File: src/zdat_pkg.sv
`timescale 1ns / 1ps
// Shared types, constants and saturating helpers of the zoned disk access timer.
package zdat_pkg;

  localparam int DEF_MAX_TRACKS   = 65536;
  localparam int DEF_MAX_SURFACES = 16;

  localparam int TIME_W  = 63;
  localparam int ADDR_W  = 48;
  localparam int COUNT_W = 32;
  localparam int DIV_W   = 48;
  localparam int MUL_AW  = 48;
  localparam int MUL_BW  = 32;
  localparam int PROD_W  = MUL_AW + MUL_BW;
  localparam int BASE_W  = 49;
  localparam int SECT_W  = 13;
  localparam int SECI_W  = 12;
  localparam int CIDX_W  = 3;
  localparam int CDAT_W  = 40;

  localparam logic [TIME_W-1:0] TIME_MAX    = '1;
  localparam logic [DIV_W-1:0]  PS_HALF_MIN = 48'd30000000000000;
  localparam logic [DIV_W-1:0]  PS_MIN      = 48'd60000000000000;

  // configuration register indexes
  localparam logic [CIDX_W-1:0] REG_SURF  = 3'd0;
  localparam logic [CIDX_W-1:0] REG_TRK   = 3'd1;
  localparam logic [CIDX_W-1:0] REG_INNER = 3'd2;
  localparam logic [CIDX_W-1:0] REG_OUTER = 3'd3;
  localparam logic [CIDX_W-1:0] REG_RPM   = 3'd4;
  localparam logic [CIDX_W-1:0] REG_BYTES = 3'd5;
  localparam logic [CIDX_W-1:0] REG_FIX   = 3'd6;
  localparam logic [CIDX_W-1:0] REG_STEP  = 3'd7;

  // divider operand selects
  localparam logic [2:0] DV_CNT  = 3'd0;
  localparam logic [2:0] DV_BLK  = 3'd1;
  localparam logic [2:0] DV_DIFF = 3'd2;
  localparam logic [2:0] DV_OFF  = 3'd3;
  localparam logic [2:0] DV_HALF = 3'd4;
  localparam logic [2:0] DV_SECT = 3'd5;

  // multiplier operand selects
  localparam logic MS_SEEK = 1'b0;
  localparam logic MS_XFER = 1'b1;

  typedef struct packed {
    logic              op;
    logic [TIME_W-1:0] start_time;
    logic [ADDR_W-1:0] byte_address;
    logic [31:0]       byte_count;
  } zdat_in_t;

  typedef struct packed {
    logic [TIME_W-1:0] finish_time;
    logic              address_ok;
    logic              past_end;
    logic [15:0]       first_track;
    logic [3:0]        first_surface;
    logic [11:0]       first_sector;
  } zdat_out_t;

  typedef struct packed {
    logic [4:0]  surface_count;
    logic [16:0] track_count;
    logic [11:0] inner_track_sectors;
    logic [12:0] outer_track_sectors;
    logic [15:0] spin_rpm;
    logic [16:0] block_bytes;
    logic [39:0] seek_fixed_ps;
    logic [39:0] seek_step_ps;
  } zdat_cfg_t;

  typedef struct packed {
    logic       load;
    logic       div_go;
    logic       div_take;
    logic [2:0] div_sel;
    logic       mul_go;
    logic       mul_take;
    logic       mul_sel;
    logic       walk_adv;
    logic       set_bad;
    logic       clr_total;
    logic       add_fix;
    logic       hop_fix;
    logic       add_half;
    logic       next_trk;
    logic       set_past;
    logic       finish;
  } zdat_cmd_t;

  typedef struct packed {
    logic div_done;
    logic mul_done;
    logic found;
    logic last_trk;
    logic head_same;
    logic xfer_end;
    logic out_free;
  } zdat_sts_t;

  function automatic logic [TIME_W-1:0] sat_add(input logic [TIME_W-1:0] a,
                                                input logic [TIME_W-1:0] b);
    logic [TIME_W:0] s;
    s = {1'b0, a} + {1'b0, b};
    return s[TIME_W] ? TIME_MAX : s[TIME_W-1:0];
  endfunction

  function automatic logic [TIME_W-1:0] sat_prod(input logic [PROD_W-1:0] p);
    return (|p[PROD_W-1:TIME_W]) ? TIME_MAX : p[TIME_W-1:0];
  endfunction

endpackage

File: src/zdat_div.sv
`timescale 1ns / 1ps
// Restoring unsigned divider, one quotient bit per cycle.
module zdat_div #(
  parameter int W = 48
) (
  input  logic         clk,
  input  logic         rst_n,
  input  logic         start,
  input  logic [W-1:0] dividend,
  input  logic [W-1:0] divisor,
  output logic         done,
  output logic [W-1:0] quotient,
  output logic [W-1:0] remainder
);

  localparam int CW = $clog2(W + 1);

  logic         busy_r;
  logic         done_r;
  logic [CW-1:0] cnt_r;
  logic [W-1:0] quo_r;
  logic [W-1:0] rem_r;
  logic [W-1:0] dvs_r;
  logic [W+1:0] trial;

  assign trial = {1'b0, rem_r, quo_r[W-1]} - {2'b00, dvs_r};

  always_ff @(posedge clk) begin
    if (!rst_n) begin
      busy_r <= 1'b0;
      done_r <= 1'b0;
    end else begin
      done_r <= 1'b0;
      if (start) begin
        busy_r <= 1'b1;
        cnt_r  <= CW'(W);
        quo_r  <= dividend;
        rem_r  <= '0;
        dvs_r  <= divisor;
      end else if (busy_r) begin
        if (!trial[W+1]) begin
          rem_r <= trial[W-1:0];
          quo_r <= {quo_r[W-2:0], 1'b1};
        end else begin
          rem_r <= {rem_r[W-2:0], quo_r[W-1]};
          quo_r <= {quo_r[W-2:0], 1'b0};
        end
        cnt_r <= cnt_r - CW'(1);
        if (cnt_r == CW'(1)) begin
          busy_r <= 1'b0;
          done_r <= 1'b1;
        end
      end
    end
  end

  assign done      = done_r;
  assign quotient  = quo_r;
  assign remainder = rem_r;

endmodule

File: src/zdat_mul.sv
`timescale 1ns / 1ps
// Shift-add unsigned multiplier, one multiplier bit per cycle.
module zdat_mul #(
  parameter int AW = 48,
  parameter int BW = 32
) (
  input  logic            clk,
  input  logic            rst_n,
  input  logic            start,
  input  logic [AW-1:0]   a,
  input  logic [BW-1:0]   b,
  output logic            done,
  output logic [AW+BW-1:0] prod
);

  localparam int CW = $clog2(BW + 1);

  logic            busy_r;
  logic            done_r;
  logic [CW-1:0]   cnt_r;
  logic [AW-1:0]   a_r;
  logic [AW+BW-1:0] p_r;
  logic [AW:0]     sum;

  assign sum = {1'b0, p_r[AW+BW-1:BW]} + (p_r[0] ? {1'b0, a_r} : '0);

  always_ff @(posedge clk) begin
    if (!rst_n) begin
      busy_r <= 1'b0;
      done_r <= 1'b0;
    end else begin
      done_r <= 1'b0;
      if (start) begin
        busy_r <= 1'b1;
        cnt_r  <= CW'(BW);
        a_r    <= a;
        p_r    <= {{AW{1'b0}}, b};
      end else if (busy_r) begin
        p_r   <= {sum, p_r[BW-1:1]};
        cnt_r <= cnt_r - CW'(1);
        if (cnt_r == CW'(1)) begin
          busy_r <= 1'b0;
          done_r <= 1'b1;
        end
      end
    end
  end

  assign done = done_r;
  assign prod = p_r;

endmodule

File: src/zdat_dp.sv
`timescale 1ns / 1ps
// Datapath: operand registers, zone stepping, shared divider and multiplier.
module zdat_dp #(
  parameter int MAX_TRACKS   = zdat_pkg::DEF_MAX_TRACKS,
  parameter int MAX_SURFACES = zdat_pkg::DEF_MAX_SURFACES
) (
  input  logic                clk,
  input  logic                rst_n,
  input  zdat_pkg::zdat_cfg_t cfg,
  input  zdat_pkg::zdat_cmd_t cmd,
  output zdat_pkg::zdat_sts_t sts,
  input  zdat_pkg::zdat_in_t  in_data,
  input  logic                out_stall,
  output logic                out_valid,
  output zdat_pkg::zdat_out_t out_data
);

  import zdat_pkg::*;

  localparam int TW  = $clog2(MAX_TRACKS);
  localparam int ETW = $clog2(MAX_TRACKS + 1);
  localparam int SCW = $clog2(MAX_SURFACES + 1);
  localparam int SIW = (MAX_SURFACES > 1) ? $clog2(MAX_SURFACES) : 1;
  localparam int NW  = SECT_W + SCW;
  localparam int AVW = SECT_W + SCW + 1;

  // effective settings
  logic [31:0]     sc_w, tc_w;
  logic [SCW-1:0]  eff_surf;
  logic [ETW-1:0]  eff_tracks, d_trk;
  logic [11:0]     eff_inner, eff_diff;
  logic [12:0]     outer_c;
  logic [15:0]     eff_rpm;
  logic [16:0]     eff_bytes;

  always_comb begin
    sc_w = 32'(cfg.surface_count);
    if (sc_w == 32'd0) sc_w = 32'd1;
    if (sc_w > 32'(MAX_SURFACES)) sc_w = 32'(MAX_SURFACES);
    tc_w = 32'(cfg.track_count);
    if (tc_w < 32'd2) tc_w = 32'd2;
    if (tc_w > 32'(MAX_TRACKS)) tc_w = 32'(MAX_TRACKS);
    eff_surf   = sc_w[SCW-1:0];
    eff_tracks = tc_w[ETW-1:0];
    d_trk      = eff_tracks - ETW'(1);
    eff_inner  = (cfg.inner_track_sectors == 12'd0) ? 12'd1 : cfg.inner_track_sectors;
    outer_c    = (cfg.outer_track_sectors > 13'd4096) ? 13'd4096 : cfg.outer_track_sectors;
    eff_diff   = (outer_c > {1'b0, eff_inner}) ? 12'(outer_c - {1'b0, eff_inner}) : 12'd0;
    eff_rpm    = (cfg.spin_rpm == 16'd0) ? 16'd1 : cfg.spin_rpm;
    eff_bytes  = (cfg.block_bytes == 17'd0) ? 17'd1 : cfg.block_bytes;
  end

  // item registers
  logic [TIME_W-1:0]  start_r;
  logic [ADDR_W-1:0]  addr_r;
  logic [COUNT_W-1:0] count_r;
  logic [11:0]        qd_r, q_r;
  logic [ETW-1:0]     rd_r, rem_r;
  logic [TW-1:0]      trk_r, ftrk_r, head_r;
  logic [BASE_W-1:0]  base_r;
  logic [SECI_W-1:0]  sec_r, fsec_r;
  logic [SIW-1:0]     surf_r, fsurf_r;
  logic [TIME_W-1:0]  half_r, hop_r, total_r;
  logic [DIV_W-1:0]   stime_r;
  logic               ok_r, past_r;
  logic               out_valid_r;
  zdat_out_t          out_r;

  // zone stepping: S(t) = inner + q, q*D + rem = diff*t
  logic [ETW:0]       rs;
  logic               rs_ge;
  logic [ETW-1:0]     rem_n;
  logic [11:0]        q_n;
  logic [SECT_W-1:0]  s_cur;
  logic [NW-1:0]      n_cur;
  logic [BASE_W-1:0]  base_sum;
  logic [ETW-1:0]     trk_p1;
  logic [SECT_W-1:0]  s_left;
  logic [AVW-1:0]     avail;
  logic [COUNT_W-1:0] take;
  logic [TW-1:0]      trk_gap;
  logic [28:0]        rpm_s;
  logic [BASE_W-1:0]  off_w;

  assign rs       = {1'b0, rem_r} + {1'b0, rd_r};
  assign rs_ge    = rs >= {1'b0, d_trk};
  assign rem_n    = rs_ge ? ETW'(rs - {1'b0, d_trk}) : ETW'(rs);
  assign q_n      = q_r + qd_r + (rs_ge ? 12'd1 : 12'd0);
  assign s_cur    = {1'b0, eff_inner} + {1'b0, q_r};
  assign n_cur    = NW'(s_cur) * NW'(eff_surf);
  assign base_sum = base_r + BASE_W'(n_cur);
  assign trk_p1   = ETW'(trk_r) + ETW'(1);
  assign s_left   = s_cur - {1'b0, sec_r} - SECT_W'(1);
  assign avail    = AVW'(s_left) * AVW'(eff_surf) + AVW'(eff_surf - SCW'(surf_r));
  assign take     = (COUNT_W'(avail) < count_r) ? COUNT_W'(avail) : count_r;
  assign trk_gap  = (head_r > trk_r) ? (head_r - trk_r) : (trk_r - head_r);
  assign rpm_s    = 29'(eff_rpm) * 29'(s_cur);
  assign off_w    = BASE_W'(addr_r) - base_r;

  // shared divider
  logic [DIV_W-1:0] dv_a, dv_b, dv_q, dv_r;
  logic             dv_done;

  always_comb begin
    unique case (cmd.div_sel)
      DV_CNT:  begin dv_a = DIV_W'(count_r);  dv_b = DIV_W'(eff_bytes); end
      DV_BLK:  begin dv_a = DIV_W'(addr_r);   dv_b = DIV_W'(eff_bytes); end
      DV_DIFF: begin dv_a = DIV_W'(eff_diff); dv_b = DIV_W'(d_trk);     end
      DV_OFF:  begin dv_a = DIV_W'(off_w);    dv_b = DIV_W'(eff_surf);  end
      DV_HALF: begin dv_a = PS_HALF_MIN;      dv_b = DIV_W'(eff_rpm);   end
      DV_SECT: begin dv_a = PS_MIN;           dv_b = DIV_W'(rpm_s);     end
      default: begin dv_a = '0;               dv_b = DIV_W'(1);         end
    endcase
  end

  zdat_div #(.W(DIV_W)) u_div (
    .clk       (clk),
    .rst_n     (rst_n),
    .start     (cmd.div_go),
    .dividend  (dv_a),
    .divisor   (dv_b),
    .done      (dv_done),
    .quotient  (dv_q),
    .remainder (dv_r)
  );

  // shared multiplier
  logic [MUL_AW-1:0] mu_a;
  logic [MUL_BW-1:0] mu_b;
  logic [PROD_W-1:0] mu_p;
  logic              mu_done;
  logic [TIME_W-1:0] mu_sat;

  assign mu_a   = (cmd.mul_sel == MS_XFER) ? stime_r : MUL_AW'(cfg.seek_step_ps);
  assign mu_b   = (cmd.mul_sel == MS_XFER) ? take : MUL_BW'(trk_gap);
  assign mu_sat = sat_prod(mu_p);

  zdat_mul #(.AW(MUL_AW), .BW(MUL_BW)) u_mul (
    .clk   (clk),
    .rst_n (rst_n),
    .start (cmd.mul_go),
    .a     (mu_a),
    .b     (mu_b),
    .done  (mu_done),
    .prod  (mu_p)
  );

  always_ff @(posedge clk) begin
    if (cmd.load) begin
      start_r <= in_data.start_time;
      addr_r  <= in_data.byte_address;
      count_r <= in_data.byte_count;
      base_r  <= '0;
      trk_r   <= '0;
      q_r     <= '0;
      rem_r   <= '0;
      ok_r    <= 1'b1;
      past_r  <= 1'b0;
    end
    if (cmd.div_take) begin
      unique case (cmd.div_sel)
        DV_CNT:  count_r <= dv_q[COUNT_W-1:0];
        DV_BLK:  addr_r  <= dv_q[ADDR_W-1:0];
        DV_DIFF: begin
          qd_r <= dv_q[11:0];
          rd_r <= dv_r[ETW-1:0];
        end
        DV_OFF: begin
          sec_r   <= dv_q[SECI_W-1:0];
          surf_r  <= dv_r[SIW-1:0];
          fsec_r  <= dv_q[SECI_W-1:0];
          fsurf_r <= dv_r[SIW-1:0];
          ftrk_r  <= trk_r;
        end
        DV_HALF: half_r  <= TIME_W'(dv_q);
        DV_SECT: stime_r <= dv_q;
        default: ;
      endcase
    end
    if (cmd.walk_adv || cmd.next_trk) begin
      trk_r <= trk_r + TW'(1);
      q_r   <= q_n;
      rem_r <= rem_n;
    end
    if (cmd.walk_adv) base_r <= base_sum;
    if (cmd.next_trk) begin
      sec_r  <= '0;
      surf_r <= '0;
    end
    if (cmd.set_bad) ok_r <= 1'b0;
    if (cmd.set_past) past_r <= 1'b1;
    if (cmd.hop_fix) hop_r <= sat_add(TIME_W'(cfg.seek_step_ps), TIME_W'(cfg.seek_fixed_ps));
    if (cmd.add_half) hop_r <= sat_add(hop_r, half_r);
    // running finish time
    if (cmd.clr_total) begin
      total_r <= '0;
    end else if (cmd.mul_take && cmd.mul_sel == MS_SEEK) begin
      total_r <= mu_sat;
    end else if (cmd.mul_take) begin
      total_r <= sat_add(total_r, mu_sat);
    end else if (cmd.add_fix) begin
      total_r <= sat_add(total_r, TIME_W'(cfg.seek_fixed_ps));
    end else if (cmd.add_half) begin
      total_r <= sat_add(total_r, half_r);
    end else if (cmd.next_trk) begin
      total_r <= sat_add(total_r, hop_r);
    end
    if (cmd.mul_take && cmd.mul_sel == MS_XFER) count_r <= count_r - take;
    if (cmd.finish) begin
      out_r.finish_time   <= ok_r ? sat_add(start_r, total_r) : start_r;
      out_r.address_ok    <= ok_r;
      out_r.past_end      <= ok_r & past_r;
      out_r.first_track   <= ok_r ? 16'(ftrk_r) : 16'd0;
      out_r.first_surface <= ok_r ? 4'(fsurf_r) : 4'd0;
      out_r.first_sector  <= ok_r ? fsec_r : 12'd0;
    end
  end

  // head position and output handshake
  always_ff @(posedge clk) begin
    if (!rst_n) begin
      head_r      <= '0;
      out_valid_r <= 1'b0;
    end else begin
      if (cmd.finish && ok_r) head_r <= trk_r;
      if (cmd.finish) out_valid_r <= 1'b1;
      else if (!out_stall) out_valid_r <= 1'b0;
    end
  end

  assign sts.div_done  = dv_done;
  assign sts.mul_done  = mu_done;
  assign sts.found     = BASE_W'(addr_r) < base_sum;
  assign sts.last_trk  = trk_p1 == eff_tracks;
  assign sts.head_same = head_r == trk_r;
  assign sts.xfer_end  = count_r <= COUNT_W'(avail);
  assign sts.out_free  = !out_valid_r || !out_stall;

  assign out_valid = out_valid_r;
  assign out_data  = out_r;

endmodule

File: config.mk
export PLATFORM = sky130hd
export DESIGN_NAME = zdat_dp
export DESIGN_NICKNAME = d
export VERILOG_FILES = /design/src/zdat_pkg.sv /design/src/zdat_div.sv /design/src/zdat_mul.sv /design/src/zdat_dp.sv
export SDC_FILE = /design/constraint.sdc
export NUM_CORES = 2
export LEC_CHECK = 0
export ABC_CLOCK_PERIOD_IN_PS = 14400
export CAP_MARGIN = 10
export CORE_UTILIZATION = 40
export CTS_CLUSTER_DIAMETER = 150
export DETAILED_ROUTE_END_ITERATION = 7
export DONT_BUFFER_PORTS = 1
export HOLD_SLACK_MARGIN = 0.02
export PLACE_DENSITY_LB_ADDON = 0.12
export SYNTH_ARGS = -nofsm -noshare
export SYNTH_HDL_FRONTEND = slang
export SYNTH_HIERARCHICAL = 1
export SYNTH_SLANG_ARGS = --single-unit
File: constraint.sdc
create_clock -name clk -period 14.4 [get_ports clk]
set_input_delay 2.88 -clock clk [delete_from_list [all_inputs] [get_ports clk]]
set_output_delay 2.88 -clock clk [all_outputs]
set_load 0.02 [all_outputs]
==> results.yml <==
run_status:
  status: "complete, but fails checks"
  violations: "design-rule violations"
setup_path:
  cp_max_fo: 17
  r2r_slack_ps: 2660
  slowest_stage: "fa_1"
  crit_path_frequent_cell: "o21ai_2"
  cp.arrival_ps: 11310
  critPathTopFamily: "adder cells"
  start_kind: "input port"
  slowest_delay_ps: 520
  cp.required_ps: 11520
  endpoint_kind: "primary output"
  critical_path_class: "input port to primary output"
  path_buf_inv: 9
timing:
  final-setup-viol-count: 0
  slew_headroom: 0.168
  rsz0062_at_grt: "true"
  tightest_slew_ps: 1220
  period_share: 0.986
  fin_crit_ps: 14190
  fin_skew_ps: 65.6
  max_freq_mhz: 70.4
  hold_violations: 0
  drv_slew: 0
drt:
  first_pass_iters: 8
  vias: 78527
  viasPerCell: 5.95
  drc: 5
  wirelength_um: 351000
  wire_per_inst_um: 26.6
  drtIter0Drc: 6519
  antenna_left: 0
grt:
  grt_antenna_before_repair: 68
  grt_pass1_wl_um: 511000
  grt_max_degree: 152
  grt_pass1_vias: 75908
  grt_overflow: 0
  grt_use_total: 0.304
finish:
  fin_util: 0.440
  area_growth_pct: 9.50
  fin_nets: 11490
  drive_gt1_frac: 0.0735
  stdcell_count: 13201
floorplan:
  die_w_um: 474
  initial_utilization: 0.402
  core-area_mm2: 0.222
  die_h_um: 474
  dieArea_mm2: 0.225
  io_pins: 430
  row_count: 173
yosys:
  synth_cell_types: 108
  synth_edf_count: 758
  synthArstFlopShare: 0
  yosys_register_bits: 940
  netlist_area_mm2: 0.0892
  yosys_warnings: 6
  syn_inst: 10151
  synth_seq_area_share: 0.296
  avgSynthCellArea_um2: 8.79
  ys.flop_type: "edfxtp_1"
clock_tree:
  htreeDepth: 3
  cts_max_path_buffers: 3
  clock_sinks: 940
  path_clk_slew_ps: 60
  numCtsBuffers: 121
  cts_tree: "built"
  cts_hold_buf: 0
  cts_root_buffer: "clkbuf_16"
  clock_latency_ps: 830
place:
  place.gp.congestion: 0.980
  dpl.cell_count: 12866
  portBuffers: 0
  dp_hpwl_um: 279000
run:
  maxCapViolations: 0
hold_path:
  hp-class: "flop to flop"
[cell usage after synthesis (all sizes together), types with 176 or more instances]
master	instances	share of area
xor2	252	0.025
nand2	860	0.036
a21o	348	0.029
xnor2	395	0.039
fa	273	0.061
inv	642	0.027
edfxtp	758	0.26
nor2	865	0.036
o21ai	639	0.036
nand3	176	0.0099
ha	843	0.12
clkbuf	407	0.017
and2	240	0.017
dfxtp	182	0.041
a21oi	891	0.050
[registers in the layout, indices dropped and copies added, names as in the netlist, 49 cells and up]
register	count
base_r	49
hop_r	63
u_mul/prod	80
out_data	97
start_r	63
total_r	63
[through the flow]
stage	setup slack (ps)	instance area [µm²]	TNS, ps	hold WS, ps
finish	205	97700	0	448
global route	-122	97700	-231	470
global placement	-400	92700	-2110	425
floorplan	7.10	89400	0	415
CTS	-2.81	97200	-2.81	449
detailed placement	-460	92700	-3500	434
[cell usage in the layout, fill, tap and decap left out, types with 154 or more instances in the layout]
master and n:
a21o_1 348, a21oi_1 877, and2_1 236, buf_4 217
dfxtp_1 181, edfxtp_1 758, fa_1 271, ha_1 838
inv_1 636, mux2i_1 154, nand2_1 856, nand3_1 175
nor2_1 855, o21ai_0 605, xnor2_1 389, xor2_1 251
[final cells by class]
class	count	area (µm²)
Timing Repair Buffer	221	1700
Inverter	647	2430
Antenna cell	70	175
Fill cell	22014	124000
Clock buffer	147	3250
Clock inverter	83	980
Tap cell	2975	3720
Multi-Input combinational cell	8118	59100
Sequential cell	940	26400
[metal layers]
layer / up-vias / wire (µm) / track usage
li1: 36782 / - / -
met1: 38546 / 143000 / 0.374
met2: 2570 / 168000 / 0.514
met3: 607 / 20200 / 0.0408
met4: 22 / 19400 / 0.162
met5: - / 145 / 0
[kinds of logic after synthesis]
group	count (synthesis)	share of synthesized area
AND/OR/NAND/NOR	3016	0.161
AO/OA/AOI/OAI	3013	0.217
buffers and inverters	1124	0.0482
adder cells (fa/ha/maj)	1116	0.179
flip-flops	940	0.296
XOR/XNOR	647	0.0635
multiplexers	294	0.0349
other	1	0.0000420
[worst paths after layout]
check | depth (start not counted) | from | endpoint
max | 45 | cfg[127] | sts[1]
max reg2reg | 56 | q_r[0] | count_r[30]
min reg2reg | 1 | past_r | past_r
min | 1 | past_r | past_r
[repair_timing]
action,CTS,global route
resized for setup,18,51
pin swaps,10,51
setup endpoints to repair,2,14
buffers inserted,17,17
cloned,0,1
[worst reg2reg max path: cells and delay by family, from the launching register on]
kind | cells | cell delay, ps
AO/OA/AOI/OAI | 24 | 4580
adder cells (fa/ha/maj) | 10 | 3450
AND/OR/NAND/NOR | 8 | 1410
buffers and inverters | 11 | 1110
flip-flops | 1 | 520
XOR/XNOR | 2 | 470
multiplexers | 1 | 160
Power is not shown: default switching activity piles up to over one toggle a cycle in this logic, so the estimate is an artifact.
