File: config.mk
export PLATFORM = sky130hd
export DESIGN_NAME = zdat_ctrl
export DESIGN_NICKNAME = d
export VERILOG_FILES = /design/src/zdat_pkg.sv /design/src/zdat_ctrl.sv
export SDC_FILE = /design/constraint.sdc
export NUM_CORES = 1
export LEC_CHECK = 0
export ABC_AREA = 1
export BUFFER_PORTS_ARGS = -buffer_cell sky130_fd_sc_hd__buf_2
export CORE_MARGIN = 4
export CORE_UTILIZATION = 41
export CTS_BUF_LIST = sky130_fd_sc_hd__clkbuf_4
export CTS_CLUSTER_DIAMETER = 30
export DETAILED_ROUTE_END_ITERATION = 8
export HOLD_SLACK_MARGIN = 0.05
export PLACE_DENSITY = 0.85
export SYNTH_ARGS = -nofsm -noshare
export SYNTH_HDL_FRONTEND = slang
export SYNTH_SLANG_ARGS = --single-unit
File: constraint.sdc
create_clock -name clk -period 1.2 [get_ports clk]
set_input_delay 0.06 -clock clk [delete_from_list [all_inputs] [get_ports clk]]
set_output_delay 0.06 -clock clk [all_outputs]
set_load 0.02 [all_outputs]
File: src/zdat_pkg.sv
`timescale 1ns / 1ps
// Shared types, constants and saturating helpers of the zoned disk access timer.
package zdat_pkg;

  localparam int DEF_MAX_TRACKS   = 65536;
  localparam int DEF_MAX_SURFACES = 16;

  localparam int TIME_W  = 63;
  localparam int ADDR_W  = 48;
  localparam int COUNT_W = 32;
  localparam int DIV_W   = 48;
  localparam int MUL_AW  = 48;
  localparam int MUL_BW  = 32;
  localparam int PROD_W  = MUL_AW + MUL_BW;
  localparam int BASE_W  = 49;
  localparam int SECT_W  = 13;
  localparam int SECI_W  = 12;
  localparam int CIDX_W  = 3;
  localparam int CDAT_W  = 40;

  localparam logic [TIME_W-1:0] TIME_MAX    = '1;
  localparam logic [DIV_W-1:0]  PS_HALF_MIN = 48'd30000000000000;
  localparam logic [DIV_W-1:0]  PS_MIN      = 48'd60000000000000;

  // configuration register indexes
  localparam logic [CIDX_W-1:0] REG_SURF  = 3'd0;
  localparam logic [CIDX_W-1:0] REG_TRK   = 3'd1;
  localparam logic [CIDX_W-1:0] REG_INNER = 3'd2;
  localparam logic [CIDX_W-1:0] REG_OUTER = 3'd3;
  localparam logic [CIDX_W-1:0] REG_RPM   = 3'd4;
  localparam logic [CIDX_W-1:0] REG_BYTES = 3'd5;
  localparam logic [CIDX_W-1:0] REG_FIX   = 3'd6;
  localparam logic [CIDX_W-1:0] REG_STEP  = 3'd7;

  // divider operand selects
  localparam logic [2:0] DV_CNT  = 3'd0;
  localparam logic [2:0] DV_BLK  = 3'd1;
  localparam logic [2:0] DV_DIFF = 3'd2;
  localparam logic [2:0] DV_OFF  = 3'd3;
  localparam logic [2:0] DV_HALF = 3'd4;
  localparam logic [2:0] DV_SECT = 3'd5;

  // multiplier operand selects
  localparam logic MS_SEEK = 1'b0;
  localparam logic MS_XFER = 1'b1;

  typedef struct packed {
    logic              op;
    logic [TIME_W-1:0] start_time;
    logic [ADDR_W-1:0] byte_address;
    logic [31:0]       byte_count;
  } zdat_in_t;

  typedef struct packed {
    logic [TIME_W-1:0] finish_time;
    logic              address_ok;
    logic              past_end;
    logic [15:0]       first_track;
    logic [3:0]        first_surface;
    logic [11:0]       first_sector;
  } zdat_out_t;

  typedef struct packed {
    logic [4:0]  surface_count;
    logic [16:0] track_count;
    logic [11:0] inner_track_sectors;
    logic [12:0] outer_track_sectors;
    logic [15:0] spin_rpm;
    logic [16:0] block_bytes;
    logic [39:0] seek_fixed_ps;
    logic [39:0] seek_step_ps;
  } zdat_cfg_t;

  typedef struct packed {
    logic       load;
    logic       div_go;
    logic       div_take;
    logic [2:0] div_sel;
    logic       mul_go;
    logic       mul_take;
    logic       mul_sel;
    logic       walk_adv;
    logic       set_bad;
    logic       clr_total;
    logic       add_fix;
    logic       hop_fix;
    logic       add_half;
    logic       next_trk;
    logic       set_past;
    logic       finish;
  } zdat_cmd_t;

  typedef struct packed {
    logic div_done;
    logic mul_done;
    logic found;
    logic last_trk;
    logic head_same;
    logic xfer_end;
    logic out_free;
  } zdat_sts_t;

  function automatic logic [TIME_W-1:0] sat_add(input logic [TIME_W-1:0] a,
                                                input logic [TIME_W-1:0] b);
    logic [TIME_W:0] s;
    s = {1'b0, a} + {1'b0, b};
    return s[TIME_W] ? TIME_MAX : s[TIME_W-1:0];
  endfunction

  function automatic logic [TIME_W-1:0] sat_prod(input logic [PROD_W-1:0] p);
    return (|p[PROD_W-1:TIME_W]) ? TIME_MAX : p[TIME_W-1:0];
  endfunction

endpackage

File: src/zdat_ctrl.sv
`timescale 1ns / 1ps
// Controller: sequences decode, seek and per-track transfer steps.
module zdat_ctrl (
  input  logic                clk,
  input  logic                rst_n,
  input  logic                in_valid,
  output logic                in_stall,
  input  zdat_pkg::zdat_sts_t sts,
  output zdat_pkg::zdat_cmd_t cmd
);

  import zdat_pkg::*;

  localparam logic [3:0] S_IDLE  = 4'd0;
  localparam logic [3:0] S_CNT   = 4'd1;
  localparam logic [3:0] S_BLK   = 4'd2;
  localparam logic [3:0] S_DIFF  = 4'd3;
  localparam logic [3:0] S_WALK  = 4'd4;
  localparam logic [3:0] S_OFF   = 4'd5;
  localparam logic [3:0] S_HALF  = 4'd6;
  localparam logic [3:0] S_SEEK  = 4'd7;
  localparam logic [3:0] S_FIX   = 4'd8;
  localparam logic [3:0] S_HADD  = 4'd9;
  localparam logic [3:0] S_SDIV  = 4'd10;
  localparam logic [3:0] S_SMUL  = 4'd11;
  localparam logic [3:0] S_NEXT  = 4'd12;
  localparam logic [3:0] S_DONE  = 4'd13;

  logic [3:0] state_r, state_nxt;
  logic       run_r, run_nxt;

  always_ff @(posedge clk) begin
    if (!rst_n) begin
      state_r <= S_IDLE;
      run_r   <= 1'b0;
    end else begin
      state_r <= state_nxt;
      run_r   <= run_nxt;
    end
  end

  assign in_stall = state_r != S_IDLE;

  always_comb begin
    cmd       = '0;
    state_nxt = state_r;
    run_nxt   = run_r;
    unique case (state_r)
      S_IDLE: begin
        if (in_valid) begin
          cmd.load  = 1'b1;
          state_nxt = S_CNT;
        end
      end
      S_CNT, S_BLK, S_DIFF, S_OFF, S_HALF, S_SDIV: begin
        unique case (state_r)
          S_CNT:   cmd.div_sel = DV_CNT;
          S_BLK:   cmd.div_sel = DV_BLK;
          S_DIFF:  cmd.div_sel = DV_DIFF;
          S_OFF:   cmd.div_sel = DV_OFF;
          S_HALF:  cmd.div_sel = DV_HALF;
          default: cmd.div_sel = DV_SECT;
        endcase
        if (!run_r) begin
          cmd.div_go = 1'b1;
          run_nxt    = 1'b1;
        end else if (sts.div_done) begin
          cmd.div_take = 1'b1;
          run_nxt      = 1'b0;
          unique case (state_r)
            S_CNT:   state_nxt = S_BLK;
            S_BLK:   state_nxt = S_DIFF;
            S_DIFF:  state_nxt = S_WALK;
            S_OFF:   state_nxt = S_HALF;
            S_HALF:  state_nxt = S_SEEK;
            default: state_nxt = S_SMUL;
          endcase
        end
      end
      S_WALK: begin
        if (sts.found) begin
          state_nxt = S_OFF;
        end else if (sts.last_trk) begin
          cmd.set_bad = 1'b1;
          state_nxt   = S_DONE;
        end else begin
          cmd.walk_adv = 1'b1;
        end
      end
      S_SEEK: begin
        cmd.mul_sel = MS_SEEK;
        if (sts.head_same) begin
          cmd.clr_total = 1'b1;
          state_nxt     = S_FIX;
        end else if (!run_r) begin
          cmd.mul_go = 1'b1;
          run_nxt    = 1'b1;
        end else if (sts.mul_done) begin
          cmd.mul_take = 1'b1;
          run_nxt      = 1'b0;
          state_nxt    = S_FIX;
        end
      end
      S_FIX: begin
        cmd.hop_fix = 1'b1;
        cmd.add_fix = !sts.head_same;
        state_nxt   = S_HADD;
      end
      S_HADD: begin
        cmd.add_half = 1'b1;
        state_nxt    = S_SDIV;
      end
      S_SMUL: begin
        cmd.mul_sel = MS_XFER;
        if (!run_r) begin
          cmd.mul_go = 1'b1;
          run_nxt    = 1'b1;
        end else if (sts.mul_done) begin
          cmd.mul_take = 1'b1;
          run_nxt      = 1'b0;
          if (sts.xfer_end) begin
            state_nxt = S_DONE;
          end else if (sts.last_trk) begin
            cmd.set_past = 1'b1;
            state_nxt    = S_DONE;
          end else begin
            state_nxt = S_NEXT;
          end
        end
      end
      S_NEXT: begin
        cmd.next_trk = 1'b1;
        state_nxt    = S_SDIV;
      end
      S_DONE: begin
        if (sts.out_free) begin
          cmd.finish = 1'b1;
          state_nxt  = S_IDLE;
        end
      end
      default: state_nxt = S_IDLE;
    endcase
  end

endmodule

==> flow_metrics.env, run 1 <==
export IMPL_syn_num_nets=116
export IMPL_grt_max_degree=7
export IMPL_die_height_um=45.10
export IMPL_cts_buffer_depth=2
export IMPL_cts_sinks=5
export IMPL_place_congestion=0.9555
export IMPL_die_w_um=45.10
export IMPL_rows=13
export IMPL_worst_endpoint="cmd[10]"
export IMPL_htreeDepth=1
export IMPL_syn_area_per_cell_um2=5.324
export IMPL_cts_hold_buf=0
export IMPL_synthCells=106
export IMPL_synth_seq_area_share=0.1774
export IMPL_pin_count=29
export IMPL_port_buffers=28
export IMPL_worst_ep_kind="primary output"
export IMPL_outcome="did not finish"
export IMPL_ys_ff_latch=5
export IMPL_ys_warn_count=0
export IMPL_stop_error="[ERROR DPL-0038] Utilization greater than 100%, impossible to legalize"
export IMPL_failing_step="global routing"
export IMPL_cts_root_buf="clkbuf_4"
export IMPL_dp_hpwl_um=1509
export IMPL_ys_types=18
export IMPL_start_util=0.4337
export IMPL_cts_buffers=3
export IMPL_synth_area_um2=564.3
[timing repair]
item / CTS
setup endpoints to repair: 24
gates resized for setup: 58
pin swaps: 10
gates cloned: 0
buffers inserted: 11
[Yosys cell counts]
cell type	number	area, um^2
nor4_1	1	6.260
dfxtp_1	5	100.1
nand3_1	10	50.05
nand2_1	24	90.09
a21boi_2	1	11.26
nand2_2	3	18.77
nand2_4	2	22.52
o21a_1	1	7.510
nor2_2	4	25.02
inv_1	17	63.81
a21oi_1	6	30.03
nand3_2	1	10.01
nor3_1	2	10.01
inv_2	3	11.26
o21bai_1	1	7.510
o21ai_1	1	5.000
o21ai_0	4	20.02
nor2_1	20	75.07
[kinds of logic after synthesis]
kind of cell | count (synthesis) | synth area share
AOI/OAI and AO/OA | 14 | 0.1441
DFF | 5 | 0.1774
and+or+nand+nor | 67 | 0.5455
buffers and inverters | 20 | 0.1330
[metrics by stage]
step / std cells / area, um^2 / setup WS [ns] / utilization
3_3_place_gp: 164 / 853.3 / -0.1118 / 0.6558
2_1_floorplan: 106 / 581.8 / -0.03001 / -
4_1_cts: 179 / 1127 / -0.2020 / 0.8663
3_5_place_dp: 164 / 853.3 / -0.1838 / 0.6558
==> run 2: changes to the inputs <==
==> config.mk (replaced) <==
export PLATFORM = sky130hd
export DESIGN_NAME = zdat_ctrl
export DESIGN_NICKNAME = d
export VERILOG_FILES = /design/src/zdat_pkg.sv /design/src/zdat_ctrl.sv
export SDC_FILE = /design/constraint.sdc
export NUM_CORES = 1
export LEC_CHECK = 0
export ABC_AREA = 1
export BUFFER_PORTS_ARGS = -buffer_cell sky130_fd_sc_hd__buf_2
export CORE_AREA = 4 4 65 67
export DETAILED_ROUTE_END_ITERATION = 8
export DIE_AREA = 0 0 69 71
export PLACE_DENSITY_LB_ADDON = 0.15
export SYNTH_ARGS = -nofsm -noshare
export SYNTH_HDL_FRONTEND = slang
export SYNTH_SLANG_ARGS = --single-unit
==> constraint.sdc (replaced) <==
create_clock -name clk -period 1.6 [get_ports clk]
set_input_delay 0.08 -clock clk [delete_from_list [all_inputs] [get_ports clk]]
set_output_delay 0.08 -clock clk [all_outputs]
set_load 0.02 [all_outputs]
==> run 2 against run 1 <==
  * The run now ends clean
  * Synthesized area did not move
  * Synthesized cell count did not move
==> flow_metrics.env, run 2 <==
export IMPL_grt_max_degree=8
export IMPL_clock_latency_ns=0.22
export IMPL_grt_pass1_vias=681
export IMPL_finalCriticalPeriod_ns=1.452
export IMPL_syn_to_final_growth_pct=49.00
export IMPL_drt_iter0_markers=10
export IMPL_regMostFlops="state_r"
export IMPL_outcome="completed"
export IMPL_cp_arrival_ns=1.37
export IMPL_critPathMaxFanout=5
export IMPL_cts_setup_buffers=0
export IMPL_final_common_cell="buf_2"
export IMPL_final_cell_mix="buf_2 (27), nand2_1 (24), nor2_1 (16)"
export IMPL_n_antenna_cell=0
export IMPL_slew_violations=0
export IMPL_cts_root_buf="clkbuf_8"
export IMPL_hold_path_depth=3
export IMPL_synthCells=106
export IMPL_grt_pass1_wl_um=3029
export IMPL_totalWireLength_um=1874
export IMPL_worstSetupEndpoint="cmd[16]"
export IMPL_reg2reg_from="state_r[3]"
export IMPL_grt_usage=0.07588
export IMPL_grt_ovfl_total=0
export IMPL_cp_end_kind="output pin"
export IMPL_crit_type="reg -> out"
export IMPL_wl_per_cell_um=10.02
export IMPL_critPathTopFamily="simple AND/OR/NAND/NOR gates"
export IMPL_crit_path_top_delay_cell="dfxtp_2"
export IMPL_drc_errors=0
export IMPL_setup_tns_ns=0
export IMPL_worst_slew_pin_slew_ns=0.1989
export IMPL_hold_viol=0
export IMPL_place_congestion=0.8225
export IMPL_hold_path_class="in -> reg"
export IMPL_cts_hold_buf=0
export IMPL_core_area_um2=3633
export IMPL_die_w_um=69
export IMPL_hold_path_startpoint="rst_n"
export IMPL_cts_buffers=3
export IMPL_r2r_setup_slack_ns=0.24
export IMPL_pin_count=29
export IMPL_cts_tree="done"
export IMPL_ys_types=18
export IMPL_critPathLaunchType="register"
export IMPL_clkTransAtPathRegs_ns=0.04
export IMPL_synthFlopType="dfxtp_1"
export IMPL_peakVddDrop_v=0.0002548
export IMPL_synth_area_um2=564.3
export IMPL_yosys_area_top_type="dfxtp_1"
export IMPL_relSlewSlack=0.8663
export IMPL_drt_vias_per_instance=3.936
export IMPL_rows=22
export IMPL_period_share=0.9076
export IMPL_antenna_found_initial=0
export IMPL_fillCellCount=441
export IMPL_skew_ns=0.0004008
export IMPL_crit_top_cell="nor2_2"
export IMPL_p_per_area_nw_per_um2=1525
export IMPL_critical_path_buf_inv_count=3
export IMPL_final_util=0.2314
export IMPL_setup_viol=0
export IMPL_synth_seq_area_share=0.1774
export IMPL_start_util=0.1553
export IMPL_syn_area_per_cell_um2=5.324
export IMPL_synth_edf_count=0
export IMPL_cts_buffer_depth=2
export IMPL_crit_required_ns=1.52
export IMPL_port_buffers=28
export IMPL_fmax_ghz=0.6886
export IMPL_rsz0062_at_grt="false"
export IMPL_ys_ff_latch=5
export IMPL_cts_sinks=5
export IMPL_synth_top_area_frac=0.1774
export IMPL_drtAntennaViolNets=0
export IMPL_path_depth=8
export IMPL_r2r_cells=8
export IMPL_layout_drive_gt1_share=0.4101
export IMPL_ys_top_cells_by_area="dfxtp_1 (18%), nand2_1 (16%), nor2_1 (13%), inv_1 (11%), nand3_1 (8.9%)"
export IMPL_die_area_um2=4899
export IMPL_die_height_um=71
export IMPL_dp_hpwl_um=1610
export IMPL_cp_startpoint="state_r[1]"
export IMPL_maxCapViolCount=0
export IMPL_ys_warn_count=0
export IMPL_yosysMostFrequentCell="nand2_1"
export IMPL_reg_top3="state_r x4, run_r x1"
export IMPL_slowest_delay_ns=0.34
export IMPL_leakagePower_nw=0.4855
export IMPL_htreeDepth=1
export IMPL_ys_top_cells_by_count="nand2_1 (24), nor2_1 (20), inv_1 (17)"
export IMPL_nets=150
export IMPL_critical_path_cell_chain="inv_2, nand2_1, nor2_2, nor2_2, nand2_2, inv_1, nor2_1, buf_2"
export IMPL_largest_register_ff_count=4
export IMPL_syn_num_nets=116
export IMPL_synthArstFlopShare=0
export IMPL_timing_rr_end="state_r[1]"
export IMPL_vias=736
export IMPL_dr_pass1_iters=4
[run 2: timing repair]
item,4_1_cts,5_1_grt
endpoints found under the setup margin,0,5
gates resized for setup,0,12
endpoints found under the hold margin,0,0
[run 2: worst min-delay path, cell delays in order]
cell     delay, ns
buf_2         0.11
o21ai_0       0.06
nor2_1        0.04
[run 2: cells by family (layout without fill, tap and decap cells)]
| group | Yosys count | count (layout) | share of synthesized area |
|---|---|---|---|
| flip-flops | 5 | 5 | 0.1774 |
| AO/OA/AOI/OAI | 14 | 14 | 0.1441 |
| buffers and inverters | 20 | 53 | 0.1330 |
| AND/OR/NAND/NOR | 67 | 67 | 0.5455 |
[run 2: how the worst min path moves through the flow]
| stage | endpoint |
|---|---|
| floorplan | run_r |
| global placement | run_r |
| detailed placement | run_r |
| CTS | run_r |
| global route | run_r |
| finish | run_r |
[run 2: cell type report]
cell class / count / area (um^2) / area share
timing repair buffer: 29 / 150.1 / 0.1786
inverter: 20 / 75.07 / 0.08929
sequential: 5 / 105.1 / 0.1250
clock buffer: 4 / 45.04 / 0.05357
tap: 48 / 60.06 / 0.07143
multi-input combinational: 81 / 405.4 / 0.4821
[run 2: routing by layer]
| metal | up-vias | GRT usage | wire length [um] |
|---|---|---|---|
| met4 | 0 | 0.02603 | 23 |
| met1 | 313 | 0.09144 | 832 |
| li1 | 396 | - | - |
| met5 | - | 0 | 0 |
| met2 | 25 | 0.1218 | 887 |
| met3 | 2 | 0.03125 | 130 |
[run 2: stage by stage]
step	area [um^2]	std cells	hold WS [ns]	worst slack, ns	power, W
after CTS	817.0	187	0.1150	0.02081	0.001268
final	840.8	187	0.1184	0.1478	0.001282
after floorplan	564.3	106	0.2153	0.1914	0.0008159
after global placement	772.0	183	0.3465	0.1313	0.001034
after global routing	840.8	187	0.1187	0.006171	0.001406
after detailed placement	772.0	183	0.3474	0.1629	0.001024
[run 2: report_power, final]
part / internal [W] / switching, W / leakage [nW] / total (W)
sequential: 0.000174 / 0.0000604 / 0.0426 / 0.000234
clock: 0.000171 / 0.0000627 / 0.0228 / 0.000234
combinational: 0.000265 / 0.000549 / 0.420 / 0.000814
No activity file was read; power rests on OpenSTA's default activity.
==> run 3: changes to the inputs <==
--- a/config.mk
+++ b/config.mk
@@ -11,6 +11,7 @@
 export DETAILED_ROUTE_END_ITERATION = 8
 export DIE_AREA = 0 0 69 71
 export PLACE_DENSITY_LB_ADDON = 0.15
+export SETUP_SLACK_MARGIN = 0.15
 export SYNTH_ARGS = -nofsm -noshare
 export SYNTH_HDL_FRONTEND = slang
 export SYNTH_SLANG_ARGS = --single-unit
==> run 3 against run 2 <==
  * Fmax up 2.8%
  * Via count is 2.9% higher
  * Worst setup slack better by 0.039 ns
  * Total power rose by 14%
  * Critical path type unchanged
  * Largest cell class unchanged
==> flow_metrics.env, run 3 (synthesis gave the netlist of run 2 again) <==
export IMPL_final_cells=188
export IMPL_hold_viol=0
export IMPL_cp_arrival_ns=1.33
export IMPL_drc_errors=0
export IMPL_regMostFlops="state_r"
export IMPL_slew_violations=0
export IMPL_pwr_share_comb=0.655
export IMPL_port_buffers=28
export IMPL_n_antenna_cell=0
export IMPL_grt_max_degree=8
export IMPL_wl_per_cell_um=10.36
export IMPL_vias=757
export IMPL_cts_buffers=3
export IMPL_crit_top_cell="nand2_1"
export IMPL_finalCriticalPeriod_ns=1.413
export IMPL_p_int_w=0.0006984
export IMPL_power_frac_seq=0.184
export IMPL_critPathMaxFanout=6
export IMPL_dr_pass1_iters=4
export IMPL_clock_latency_ns=0.22
export IMPL_antenna_found_initial=0
export IMPL_setup_tns_ns=0
export IMPL_hold_path_class="in -> reg"
export IMPL_final_cell_mix="buf_2 (25), nand2_1 (20), nor2_1 (15)"
export IMPL_peakVddDrop_v=0.0003424
export IMPL_htreeDepth=1
export IMPL_leakagePower_nw=0.5180
export IMPL_netSwitchingFraction=0.5216
export IMPL_dp_hpwl_um=1610
export IMPL_post_place_cells=183
export IMPL_outcome="completed"
export IMPL_clockPowerShare=0.160
export IMPL_place_congestion=0.8225
export IMPL_post_place_ws_ns=0.1629
export IMPL_largest_register_ff_count=4
export IMPL_slowest_delay_ns=0.39
export IMPL_final_util=0.2590
export IMPL_grt_usage=0.07765
export IMPL_crit_type="reg -> out"
export IMPL_cts_root_buf="clkbuf_8"
export IMPL_grt_pass1_wl_um=3091
export IMPL_cts_tree="done"
export IMPL_skew_ns=0.001518
export IMPL_nets=151
export IMPL_final_common_cell="buf_2"
export IMPL_fmax_ghz=0.7077
export IMPL_crit_required_ns=1.52
export IMPL_die_height_um=71
export IMPL_start_util=0.1553
export IMPL_crit_path_top_delay_cell="dfxtp_4"
export IMPL_critical_path_cell_chain="inv_6, nor2_4, nand2_1, nand2_1, inv_1, nand2_2, inv_2, nor2_1, buf_4"
export IMPL_critical_path_buf_inv_count=4
export IMPL_maxCapViolCount=0
export IMPL_worst_slack_ns=0.1869
export IMPL_core_area_um2=3633
export IMPL_worst_slew_pin_slew_ns=0.2083
export IMPL_cp_end_kind="output pin"
export IMPL_period_share=0.8832
export IMPL_p_per_area_nw_per_um2=1551
export IMPL_setup_viol=0
export IMPL_critPathTopFamily="simple AND/OR/NAND/NOR gates"
export IMPL_holdWs_ns=0.1186
export IMPL_totalWireLength_um=1947
export IMPL_die_w_um=69
export IMPL_critPathLaunchType="register"
export IMPL_relSlewSlack=0.8600
export IMPL_die_area_um2=4899
export IMPL_layout_drive_gt1_share=0.4929
export IMPL_drtAntennaViolNets=0
export IMPL_syn_to_final_growth_pct=66.74
export IMPL_cts_buffer_depth=2
export IMPL_drt_iter0_markers=13
export IMPL_drt_vias_per_instance=4.027
export IMPL_grt_ovfl_total=0
export IMPL_grt_pass1_vias=691
export IMPL_pin_count=29
export IMPL_clkTransAtPathRegs_ns=0.04
export IMPL_reg_top3="state_r x4, run_r x1"
export IMPL_rsz0062_at_grt="true"
export IMPL_rows=22
export IMPL_p_sw_w=0.0007614
export IMPL_cts_sinks=5
==> run 3: cell count changes in the layout (fill, tap and decap cells not counted), sizes merged <==
| cell | before | now |
|---|---|---|
| buf | 29 | 30 |
==> run 3: area by class of cell <==
cell class,instances,area [um^2]
clock buffer,4,45.04
sequential,5,115.1
tap,48,60.06
multi-input combinational,81,470.5
inverter,20,87.58
timing repair buffer,30,162.7
fill,435,2693
==> run 3: routing by layer <==
| layer | routed length (um) | share of wire | GRT usage | up-vias |
|---|---|---|---|---|
| li1 | - | - | - | 402 |
| met4 | 23 | 0.012 | 0.02603 | 0 |
| met3 | 128 | 0.066 | 0.03125 | 2 |
| met1 | 840 | 0.43 | 0.09060 | 330 |
| met5 | 0 | 0 | 0 | - |
| met2 | 955 | 0.49 | 0.1292 | 23 |
==> run 3: final timing paths <==
check | from | to | cells after the start | slack, ns
setup / recovery | state_r[0] | cmd[16] | 9 | 0.19
hold reg to reg | state_r[0] | state_r[0] | 2 | 0.53
setup reg to reg | state_r[2] | state_r[1] | 10 | 0.24
hold / removal | rst_n | run_r | 3 | 0.12
==> run 3: worst register-to-register path, stage by stage, from the launching register on <==
cell	delay, ns
dfxtp_4	0.41
inv_4	0.06
nand2_1	0.07
nor2_2	0.04
nor2_2	0.13
nand2_2	0.09
buf_4	0.14
nand2_4	0.07
nand2_2	0.08
nand2_1	0.09
a21oi_2	0.05
==> run 3: power groups by stage <==
stage | combinational, W | sequential, W | clock (W)
after floorplan | 0.000607 | 0.000209 | 0
after global placement | 0.000810 | 0.000225 | 0
after detailed placement | 0.000801 | 0.000224 | 0
after CTS | 0.000836 | 0.000233 | 0.000243
after global routing | 0.00106 | 0.000277 | 0.000254
final | 0.000956 | 0.000269 | 0.000234
==> run 3: stage by stage <==
stage	cell area, um^2	power [W]
after global routing	940.9	0.001587
after floorplan	564.3	0.0008159
after detailed placement	772.0	0.001024
after CTS	848.3	0.001312
after global placement	772.0	0.001034
final	940.9	0.001460
==> run 3: timing repair <==
item / in CTS / in global routing
buffers inserted: 0 / 1
gates resized for setup: 16 / 25
setup endpoints to repair: 5 / 10
pin swaps: 1 / 4
hold buffers: 0 / 0
